[src/sv/rmv_pkg.sv]
// Shared constants, codes and types of the running mean and variance core.
`timescale 1ns / 1ps
`default_nettype none

package rmv_pkg;

  // Fixed field widths of the result word.
  localparam int COUNT_W = 32;
  localparam int OUT_W   = 32;
  localparam int SUM_W   = 64;
  localparam int DEV_W   = 32;

  // Width of the shared compare and subtract unit and of its step counter.
  localparam int ITER_W = 36;
  localparam int CNT_W  = $clog2(SUM_W);

  // Operation codes of the input word.
  localparam logic FUNC_ADD   = 1'b0;
  localparam logic FUNC_CLEAR = 1'b1;

  typedef enum logic {
    MODE_DIV  = 1'b0,
    MODE_SQRT = 1'b1
  } iter_mode_e;

  typedef struct packed {
    iter_mode_e         mode;
    logic [ITER_W-1:0]  rem;
    logic [1:0]         in_bits;
    logic [COUNT_W-1:0] divisor;
    logic [DEV_W-1:0]   root;
  } iter_req_t;

  typedef struct packed {
    logic [ITER_W-1:0] rem;
    logic              bit_val;
  } iter_rsp_t;

endpackage

`default_nettype wire

[src/sv/rmv_if.sv]
// Handshake channels of the running mean and variance core.
`timescale 1ns / 1ps
`default_nettype none

interface rmv_in_if;
  logic        valid;
  logic        ready;
  logic        func;
  logic [31:0] sample;

  modport source (output valid, output func, output sample, input ready);
  modport sink (input valid, input func, input sample, output ready);
endinterface

interface rmv_out_if;
  logic        valid;
  logic        ready;
  logic [31:0] sample_count;
  logic [31:0] mean_value;
  logic [63:0] squared_dev_sum;
  logic [31:0] std_deviation;
  logic        overflow;

  modport source (
    output valid, output sample_count, output mean_value, output squared_dev_sum,
    output std_deviation, output overflow, input ready
  );
  modport sink (
    input valid, input sample_count, input mean_value, input squared_dev_sum,
    input std_deviation, input overflow, output ready
  );
endinterface

`default_nettype wire

[src/sv/rmv_iter_unit.sv]
// Shared compare and subtract step for restoring division and digit-by-digit square root.
`timescale 1ns / 1ps
`default_nettype none

module rmv_iter_unit (
  input  rmv_pkg::iter_req_t req_i,
  output rmv_pkg::iter_rsp_t rsp_o
);

  logic [rmv_pkg::ITER_W-1:0] opa;
  logic [rmv_pkg::ITER_W-1:0] opb;
  logic [rmv_pkg::ITER_W:0]   diff;

  always_comb begin
    case (req_i.mode)
      rmv_pkg::MODE_SQRT: begin
        // Bring down two radicand bits; trial value is 4 * root + 1.
        opa = {req_i.rem[rmv_pkg::ITER_W-3:0], req_i.in_bits};
        opb = {{(rmv_pkg::ITER_W - rmv_pkg::DEV_W - 2){1'b0}}, req_i.root, 2'b01};
      end
      rmv_pkg::MODE_DIV: begin
        opa = {req_i.rem[rmv_pkg::ITER_W-2:0], req_i.in_bits[1]};
        opb = {{(rmv_pkg::ITER_W - rmv_pkg::COUNT_W){1'b0}}, req_i.divisor};
      end
      default: begin
        opa = {req_i.rem[rmv_pkg::ITER_W-2:0], req_i.in_bits[1]};
        opb = {{(rmv_pkg::ITER_W - rmv_pkg::COUNT_W){1'b0}}, req_i.divisor};
      end
    endcase
    diff          = {1'b0, opa} - {1'b0, opb};
    rsp_o.bit_val = ~diff[rmv_pkg::ITER_W];
    rsp_o.rem     = diff[rmv_pkg::ITER_W] ? opa : diff[rmv_pkg::ITER_W-1:0];
  end

endmodule

`default_nettype wire

[src/sv/running_mean_variance_core.sv]
// Top level of the running mean and variance core (Welford update, fixed point).
//
//   channel | direction | word contents
//   --------+-----------+-----------------------------------------------------------
//   in_i    | sink      | func (add sample / clear), sample (signed Q16.16)
//   res_o   | source    | sample_count, mean_value, squared_dev_sum, std_deviation,
//           |           | overflow
//
// An add word runs through the mean division, the mean update, the product, the sum update,
// the division of sum by count and the root; the first sample after a clear starts at the sum update.
// When the scaled variance cannot fit, the root steps are skipped and the word ends sooner.
// A clear word goes straight to the output state. Both divisions and the root use the one shared compare
// and subtract unit: SAMPLE_WIDTH steps for the mean division, 64 for sum over count, 32
// for the root.
// Reset clears the statistics and the sequencer at once; no clearing pass is needed.
// A result sits in an output register, so the core keeps working while it waits to be
// taken; it only stalls in its last state when a newer result is ready and the old one
// has still not been taken.
`timescale 1ns / 1ps
`default_nettype none

module running_mean_variance_core #(
  parameter int SAMPLE_WIDTH = 32,
  parameter int FRAC_BITS    = 16
) (
  input  wire              clk_i,
  input  wire              rst_ni,
  rmv_in_if.sink           in_i,
  rmv_out_if.source        res_o
);

  localparam int SW       = SAMPLE_WIDTH;
  localparam int SatShift = rmv_pkg::SUM_W - FRAC_BITS;

  // Sequencer states, one-hot.
  typedef enum logic [8:0] {
    S_IDLE   = 9'b0_0000_0001,
    S_DIVQ   = 9'b0_0000_0010,
    S_MEAN   = 9'b0_0000_0100,
    S_MUL    = 9'b0_0000_1000,
    S_SUM    = 9'b0_0001_0000,
    S_DIVV   = 9'b0_0010_0000,
    S_SQPREP = 9'b0_0100_0000,
    S_SQRT   = 9'b0_1000_0000,
    S_FINISH = 9'b1_0000_0000
  } state_e;

  state_e state_q, state_d;

  // Statistics kept between words.
  logic [rmv_pkg::COUNT_W-1:0] count_q, count_d;
  logic signed [SW-1:0]        mean_q, mean_d;
  logic [rmv_pkg::SUM_W-1:0]   sum_q, sum_d;
  logic                        ovf_q, ovf_d;

  // Working registers of the current word.
  logic [rmv_pkg::CNT_W-1:0]   cnt_q, cnt_d;
  logic [rmv_pkg::SUM_W-1:0]   work_q, work_d;
  logic [rmv_pkg::ITER_W-1:0]  rem_q, rem_d;
  logic [rmv_pkg::DEV_W-1:0]   root_q, root_d;
  logic [SW-1:0]               mag1_q, mag1_d;
  logic [SW-1:0]               mag2_q, mag2_d;
  logic                        neg_q, neg_d;
  logic [2*SW-1:0]             prod_q, prod_d;

  // Output register.
  logic                        out_valid_q, out_valid_d;
  logic [rmv_pkg::COUNT_W-1:0] out_count_q, out_count_d;
  logic [rmv_pkg::OUT_W-1:0]   out_mean_q, out_mean_d;
  logic [rmv_pkg::SUM_W-1:0]   out_sum_q, out_sum_d;
  logic [rmv_pkg::DEV_W-1:0]   out_dev_q, out_dev_d;
  logic                        out_ovf_q, out_ovf_d;

  // Combinational helpers.
  logic                        in_fire;
  logic signed [SW-1:0]        x;
  logic [SW:0]                 d1;
  logic [SW:0]                 d1_mag;
  logic [SW-1:0]               quot;
  logic [SW:0]                 mean_next;
  logic [2*SW-1:0]             prod_shift;
  logic [rmv_pkg::SUM_W:0]     sum_ext;
  logic signed [rmv_pkg::OUT_W-1:0] mean_wide;

  rmv_pkg::iter_req_t iter_req;
  rmv_pkg::iter_rsp_t iter_rsp;

  rmv_iter_unit u_iter (
    .req_i (iter_req),
    .rsp_o (iter_rsp)
  );

  assign in_i.ready = (state_q == S_IDLE);
  assign in_fire    = in_i.valid && in_i.ready;

  // Only the low SAMPLE_WIDTH bits of the sample carry the value, sign-extended.
  assign x      = $signed(in_i.sample[SW-1:0]);
  assign d1     = {x[SW-1], x} - {mean_q[SW-1], mean_q};
  assign d1_mag = d1[SW] ? (~d1 + 1'b1) : d1;
  assign quot   = work_q[SW-1:0];

  // The mean moves toward the sample by the truncated quotient.
  assign mean_next = neg_q ? ({mean_q[SW-1], mean_q} - {1'b0, quot})
                           : ({mean_q[SW-1], mean_q} + {1'b0, quot});

  assign prod_shift = prod_q >> FRAC_BITS;
  assign sum_ext    = {1'b0, sum_q}
                    + {{(rmv_pkg::SUM_W + 1 - 2*SW){1'b0}}, prod_shift};
  assign mean_wide  = rmv_pkg::OUT_W'(mean_q);

  always_comb begin
    iter_req.mode    = ((state_q == S_DIVQ) || (state_q == S_DIVV)) ? rmv_pkg::MODE_DIV
                                                                    : rmv_pkg::MODE_SQRT;
    iter_req.rem     = rem_q;
    iter_req.in_bits = (state_q == S_SQRT) ? work_q[rmv_pkg::SUM_W-1 -: 2]
                                           : {work_q[rmv_pkg::SUM_W-1], 1'b0};
    iter_req.divisor = count_q;
    iter_req.root    = root_q;
  end

  always_comb begin
    state_d     = state_q;
    count_d     = count_q;
    mean_d      = mean_q;
    sum_d       = sum_q;
    ovf_d       = ovf_q;
    cnt_d       = cnt_q;
    work_d      = work_q;
    rem_d       = rem_q;
    root_d      = root_q;
    mag1_d      = mag1_q;
    mag2_d      = mag2_q;
    neg_d       = neg_q;
    prod_d      = prod_q;
    out_valid_d = out_valid_q;
    out_count_d = out_count_q;
    out_mean_d  = out_mean_q;
    out_sum_d   = out_sum_q;
    out_dev_d   = out_dev_q;
    out_ovf_d   = out_ovf_q;

    if (out_valid_q && res_o.ready) begin
      out_valid_d = 1'b0;
    end

    case (state_q)
      S_IDLE: begin
        if (in_fire) begin
          if (in_i.func == rmv_pkg::FUNC_CLEAR) begin
            count_d = '0;
            mean_d  = '0;
            sum_d   = '0;
            ovf_d   = 1'b0;
            root_d  = '0;
            state_d = S_FINISH;
          end else begin
            // The count saturates instead of wrapping.
            if (count_q == '1) begin
              ovf_d = 1'b1;
            end else begin
              count_d = count_q + 1'b1;
            end
            if (count_q == '0) begin
              // First sample: the mean is the sample, the sum restarts at zero.
              mean_d  = x;
              sum_d   = '0;
              prod_d  = '0;
              state_d = S_SUM;
            end else begin
              neg_d   = d1[SW];
              mag1_d  = d1_mag[SW-1:0];
              work_d  = {d1_mag[SW-1:0], {(rmv_pkg::SUM_W - SW){1'b0}}};
              rem_d   = '0;
              cnt_d   = rmv_pkg::CNT_W'(SW - 1);
              state_d = S_DIVQ;
            end
          end
        end
      end
      S_DIVQ: begin
        work_d = {work_q[rmv_pkg::SUM_W-2:0], iter_rsp.bit_val};
        rem_d  = iter_rsp.rem;
        cnt_d  = cnt_q - 1'b1;
        if (cnt_q == '0) begin
          state_d = S_MEAN;
        end
      end
      S_MEAN: begin
        mean_d  = mean_next[SW-1:0];
        mag2_d  = mag1_q - quot;
        state_d = S_MUL;
      end
      S_MUL: begin
        prod_d  = {{SW{1'b0}}, mag1_q} * {{SW{1'b0}}, mag2_q};
        state_d = S_SUM;
      end
      S_SUM: begin
        if (sum_ext[rmv_pkg::SUM_W]) begin
          sum_d  = '1;
          work_d = '1;
          ovf_d  = 1'b1;
        end else begin
          sum_d  = sum_ext[rmv_pkg::SUM_W-1:0];
          work_d = sum_ext[rmv_pkg::SUM_W-1:0];
        end
        rem_d   = '0;
        cnt_d   = rmv_pkg::CNT_W'(rmv_pkg::SUM_W - 1);
        state_d = S_DIVV;
      end
      S_DIVV: begin
        work_d = {work_q[rmv_pkg::SUM_W-2:0], iter_rsp.bit_val};
        rem_d  = iter_rsp.rem;
        cnt_d  = cnt_q - 1'b1;
        if (cnt_q == '0) begin
          state_d = S_SQPREP;
        end
      end
      S_SQPREP: begin
        // The variance must still fit once scaled up by the fraction bits.
        if ((work_q >> SatShift) != '0) begin
          root_d  = '1;
          ovf_d   = 1'b1;
          state_d = S_FINISH;
        end else begin
          work_d  = work_q << FRAC_BITS;
          rem_d   = '0;
          root_d  = '0;
          cnt_d   = rmv_pkg::CNT_W'(rmv_pkg::DEV_W - 1);
          state_d = S_SQRT;
        end
      end
      S_SQRT: begin
        work_d = {work_q[rmv_pkg::SUM_W-3:0], 2'b00};
        rem_d  = iter_rsp.rem;
        root_d = {root_q[rmv_pkg::DEV_W-2:0], iter_rsp.bit_val};
        cnt_d  = cnt_q - 1'b1;
        if (cnt_q == '0) begin
          state_d = S_FINISH;
        end
      end
      S_FINISH: begin
        if (!out_valid_q || res_o.ready) begin
          out_valid_d = 1'b1;
          out_count_d = count_q;
          out_mean_d  = mean_wide;
          out_sum_d   = sum_q;
          out_dev_d   = root_q;
          out_ovf_d   = ovf_q;
          state_d     = S_IDLE;
        end
      end
      default: begin
        state_d = S_IDLE;
      end
    endcase
  end

  always_ff @(posedge clk_i or negedge rst_ni) begin
    if (!rst_ni) begin
      state_q     <= S_IDLE;
      count_q     <= '0;
      mean_q      <= '0;
      sum_q       <= '0;
      ovf_q       <= 1'b0;
      out_valid_q <= 1'b0;
    end else begin
      state_q     <= state_d;
      count_q     <= count_d;
      mean_q      <= mean_d;
      sum_q       <= sum_d;
      ovf_q       <= ovf_d;
      out_valid_q <= out_valid_d;
    end
  end

  always_ff @(posedge clk_i) begin
    cnt_q       <= cnt_d;
    work_q      <= work_d;
    rem_q       <= rem_d;
    root_q      <= root_d;
    mag1_q      <= mag1_d;
    mag2_q      <= mag2_d;
    neg_q       <= neg_d;
    prod_q      <= prod_d;
    out_count_q <= out_count_d;
    out_mean_q  <= out_mean_d;
    out_sum_q   <= out_sum_d;
    out_dev_q   <= out_dev_d;
    out_ovf_q   <= out_ovf_d;
  end

  assign res_o.valid           = out_valid_q;
  assign res_o.sample_count    = out_count_q;
  assign res_o.mean_value      = out_mean_q;
  assign res_o.squared_dev_sum = out_sum_q;
  assign res_o.std_deviation   = out_dev_q;
  assign res_o.overflow        = out_ovf_q;

  // Once a word is taken the core is busy on it and not ready in the next cycle.
  a_busy_after_accept: assert property (@(posedge clk_i) disable iff (!rst_ni)
    in_fire |=> !in_i.ready)
    else $error("core took a new word right after accepting one");

  // The overflow flag only drops on a clear word.
  a_overflow_sticky: assert property (@(posedge clk_i) disable iff (!rst_ni)
    ovf_q && !(in_fire && (in_i.func == rmv_pkg::FUNC_CLEAR)) |=> ovf_q)
    else $error("overflow flag dropped without a clear");

  // A saturating sum update leaves the sum at full scale and the flag set.
  a_sum_saturates: assert property (@(posedge clk_i) disable iff (!rst_ni)
    (state_q == S_SUM) && sum_ext[rmv_pkg::SUM_W] |=> ovf_q && (sum_q == '1))
    else $error("sum overflow not saturated");

  // A result with no samples behind it carries no spread and no overflow.
  a_empty_result: assert property (@(posedge clk_i) disable iff (!rst_ni)
    res_o.valid && (res_o.sample_count == '0)
      |-> (res_o.std_deviation == '0) && (res_o.squared_dev_sum == '0) && !res_o.overflow)
    else $error("empty statistics reported nonzero spread");

endmodule

`default_nettype wire

[src/flat_wrapper.sv]
// flat-port wrapper written by rule: the top's interface ports become plain ports
module running_mean_variance_core_flat 
#(
  parameter int SAMPLE_WIDTH = 32,
  parameter int FRAC_BITS    = 16
)
  (clk_i, rst_ni, in_i_valid, in_i_func, in_i_sample, in_i_ready, res_o_valid, res_o_sample_count, res_o_mean_value, res_o_squared_dev_sum, res_o_std_deviation, res_o_overflow, res_o_ready);
  rmv_in_if in_i_i ();
  rmv_out_if res_o_i ();
  input  wire clk_i;
  input  wire rst_ni;
  input wire logic [$bits(in_i_i.valid)-1:0] in_i_valid;
  input wire logic [$bits(in_i_i.func)-1:0] in_i_func;
  input wire logic [$bits(in_i_i.sample)-1:0] in_i_sample;
  output wire logic [$bits(in_i_i.ready)-1:0] in_i_ready;
  output wire logic [$bits(res_o_i.valid)-1:0] res_o_valid;
  output wire logic [$bits(res_o_i.sample_count)-1:0] res_o_sample_count;
  output wire logic [$bits(res_o_i.mean_value)-1:0] res_o_mean_value;
  output wire logic [$bits(res_o_i.squared_dev_sum)-1:0] res_o_squared_dev_sum;
  output wire logic [$bits(res_o_i.std_deviation)-1:0] res_o_std_deviation;
  output wire logic [$bits(res_o_i.overflow)-1:0] res_o_overflow;
  input wire logic [$bits(res_o_i.ready)-1:0] res_o_ready;
  assign in_i_i.valid = in_i_valid;
  assign in_i_i.func = in_i_func;
  assign in_i_i.sample = in_i_sample;
  assign in_i_ready = in_i_i.ready;
  assign res_o_valid = res_o_i.valid;
  assign res_o_sample_count = res_o_i.sample_count;
  assign res_o_mean_value = res_o_i.mean_value;
  assign res_o_squared_dev_sum = res_o_i.squared_dev_sum;
  assign res_o_std_deviation = res_o_i.std_deviation;
  assign res_o_overflow = res_o_i.overflow;
  assign res_o_i.ready = res_o_ready;
  running_mean_variance_core #(.SAMPLE_WIDTH(SAMPLE_WIDTH), .FRAC_BITS(FRAC_BITS)) u_core (.clk_i(clk_i), .rst_ni(rst_ni), .in_i(in_i_i), .res_o(res_o_i));
endmodule
[config.mk]
export PLATFORM = sky130hd
export DESIGN_NAME = running_mean_variance_core_flat
export DESIGN_NICKNAME = d
export VERILOG_FILES = /design/src/sv/rmv_pkg.sv /design/src/sv/rmv_if.sv /design/src/sv/rmv_iter_unit.sv /design/src/sv/running_mean_variance_core.sv /design/src/flat_wrapper.sv
export SDC_FILE = /design/constraint.sdc
export NUM_CORES = 2
export LEC_CHECK = 0
export BUFFER_PORTS_ARGS = -buffer_cell sky130_fd_sc_hd__buf_2
export CAP_MARGIN = 10
export CORE_UTILIZATION = 60
export DETAILED_ROUTE_END_ITERATION = 10
export PLACE_DENSITY = 0.77
export SLEW_MARGIN = 30
export SYNTH_ARGS = -nofsm -noshare
export SYNTH_HDL_FRONTEND = slang
export SYNTH_SLANG_ARGS = --single-unit
[constraint.sdc]
create_clock -name clk_i -period 10.41 [get_ports clk_i]
set_clock_uncertainty 0.15 [all_clocks]
set_input_delay 1.041 -clock clk_i [delete_from_list [all_inputs] [get_ports clk_i]]
set_output_delay 1.041 -clock clk_i [all_outputs]
set_load 0.005 [all_outputs]
==> impl_metrics.json <==
{
  "drt_iter0_drc": 4897,
  "crit_required_ps": 10630,
  "drive_above_1_share": 0.07622,
  "fin_crit_sh": 0.9169,
  "overflow": 0,
  "initial_utilization": 0.6087,
  "avgRoutedWirePerCell_um": 22.94,
  "dr.pass1.iters": 6,
  "hpwl_um": 149600,
  "clockBufferDepth": 3,
  "clock_sinks": 550,
  "area_growth_syn_to_layout_pct": 6.931,
  "die_x_um": 332.5,
  "placementRows": 120,
  "core_area_um2": 107700,
  "period_needed_ps": 9545,
  "setup_violations": 0,
  "first_global_vias": 51170,
  "cap_violations": 0,
  "ys_ff_latch": 550,
  "dieArea_um2": 110500,
  "h-tree-depth": 2,
  "fin_tns_setup_ps": 0,
  "synth_cell_types": 100,
  "yosysTopAreaCell": "fa_1",
  "worst_pin_slew_ps": 1055,
  "synth.top_cell.area_share": 0.2749,
  "cts_buffers": 56,
  "synth_cells": 6778,
  "io_pins": 200,
  "rsz0062_at_grt": "no",
  "fmax_ghz": 0.1048,
  "hold_class": "primary input to async pin",
  "grt_max_degree": 130,
  "cp.arrival_ps": 9770,
  "synth_most_common_cell": "inv_1",
  "cts_setup_buffers": 0,
  "syn-num-nets": 8157,
  "synthArstFlopShare": 0.2527,
  "synthTopCellsByArea": "fa_1, edfxtp_1, ha_1",
  "post_cts_resized": 0,
  "slew_headroom": 0.2968,
  "end_kind": "flip-flop",
  "critPathKind": "flip-flop to flip-flop",
  "antenna_found_initial": 4,
  "vias": 50150,
  "globalplace.congestion": 1.003,
  "cp_max_fo": 24,
  "netlist_area_um2": 65530,
  "outcome": "finished clean",
  "grtUsageTotal": 0.3447,
  "synth-edff-count": 411,
  "clk_pin_slew_ps": 70,
  "seq_area_frac_synth": 0.2414,
  "grt_pass1_wl_um": 294000,
  "synth_area_per_cell_um2": 9.668,
  "avgViaCountPerCell": 6.075,
  "totalWireLength_um": 189400,
  "fp.dieH_um": 332.5,
  "cts_hold_buf": 0,
  "synth.yosys.warnings": 0,
  "root_buffer": "clkbuf_16",
  "nets": 8180,
  "cts_tree": "built",
  "synth_common_cells": "inv_1, fa_1, nand2_1",
  "drc": 0,
  "slew_violations": 0,
  "portBuffers": 199,
  "drtAntennaViolNets": 0,
  "clk_latency_ps": 680,
  "hold_viol_final": 0,
  "start_kind": "flip-flop",
  "ys.flop_type": "edfxtp_1"
}
-- per-stage QoR --
step	hold WS [ps]	utilization	instances	setup WS, ps	cell area [um2]
3_3_place_gp	288.7	0.6290	8126	1155	67720
3_5_place_dp	300.0	0.6302	8135	945.2	67850
4_1_cts	296.0	0.6493	8241	917.1	69900
2_1_floorplan	273.1	-	6778	1304	65530
5_1_grt	322.7	0.6509	8252	598.4	70070
6_report	258.2	0.6509	8254	864.6	70070
-- registers in the layout (all words and copies together) (netlist names) --
register	count
u_core.prod_q	48
u_core.res_o.overflow	1
u_core.res_o.valid	1
u_core.res_o.mean_value	32
u_core.work_q	64
u_core.mag1_q	32
u_core.sum_q	64
u_core.cnt_q	6
u_core.neg_q	1
u_core.res_o.squared_dev_sum	64
u_core.state_q	9
u_core.ovf_q	1
u_core.root_q	32
u_core.count_q	32
u_core.rem_q	35
u_core.mag2_q	32
u_core.res_o.sample_count	32
u_core.res_o.std_deviation	32
u_core.mean_q	32
-- worst paths after layout --
path,end,cells after the start,startpoint,slack (ps)
max,u_core.prod_q[58],26,u_core.mag1_q[14],860
min,u_core.count_q[22],1,rst_ni,260
max reg2reg,u_core.prod_q[58],26,u_core.mag1_q[14],860
min reg2reg,u_core.res_o.std_deviation[31],0,u_core.root_q[31],320
max in group asynchronous,u_core.mean_q[27],2,rst_ni,8350
min in group clk_i,u_core.res_o.std_deviation[31],0,u_core.root_q[31],320
-- routing by layer --
layer | GRT usage | part of all wire | wire (um)
met1 | 0.4563 | 0.39 | 73930
met2 | 0.5551 | 0.47 | 88510
met3 | 0.06081 | 0.090 | 17060
met4 | 0.1573 | 0.052 | 9881
met5 | 0 | 0 | 0
-- placed cells by master (no fill, tap or decap), drive strengths merged, types with 67 or more instances in the layout --
master / count
nand3: 94
a21o: 181
edfxtp: 411
nor2: 281
nand2: 703
fa: 900
a21oi: 320
ha: 442
xnor2: 182
xor2: 98
and2: 639
buf: 314
inv: 1013
o21ai: 175
and3: 67
dfrtp: 138
-- logic make-up (layout without fill, tap and decap cells) --
| logic type | Yosys count | in the layout | share of synthesized area |
|---|---|---|---|
| compound gates | 1075 | 1075 | 0.1075 |
| mux | 97 | 97 | 0.01548 |
| xor+xnor | 280 | 280 | 0.03754 |
| simple gates | 2076 | 2076 | 0.1600 |
| other cells | 0 | 2 | 0 |
| fa+ha+maj | 1342 | 1342 | 0.3593 |
| buf+inv | 1358 | 1429 | 0.07872 |
| flops | 550 | 550 | 0.2414 |
-- critical path, cell delays in order (launching register included) --
cell and delay (ps):
edfxtp_1 980, and2_1 250, fa_1 470, fa_1 580, inv_1 70, fa_1 470, fa_1 550, inv_1 60
fa_1 580, fa_1 430, fa_1 510, inv_1 50, fa_1 470, inv_1 40, ha_1 370, nand2_1 70
nor2_1 150, a211oi_1 80, o21bai_1 360, nor4b_1 420, nand3_1 160, a21oi_1 450, o21ai_0 330, a2111oi_0 670
o21ai_0 210, a21boi_0 250, nor3_1 70
-- layout make-up --
cell class                      count  area (um2)
Fill cell                        8600       37580
Inverter                         1009        3789
Multi-Input combinational cell   4870       44650
Sequential cell                   550       15820
Clock inverter                     41       575.6
Clock buffer                       65        1476
Antenna cell                        2       5.005
Timing Repair Buffer              314        2007
Tap cell                         1403        1755
Power is left out: the tool's default activity adds up to more than one toggle a clock period on the data nets, which glitch-free logic cannot reach.
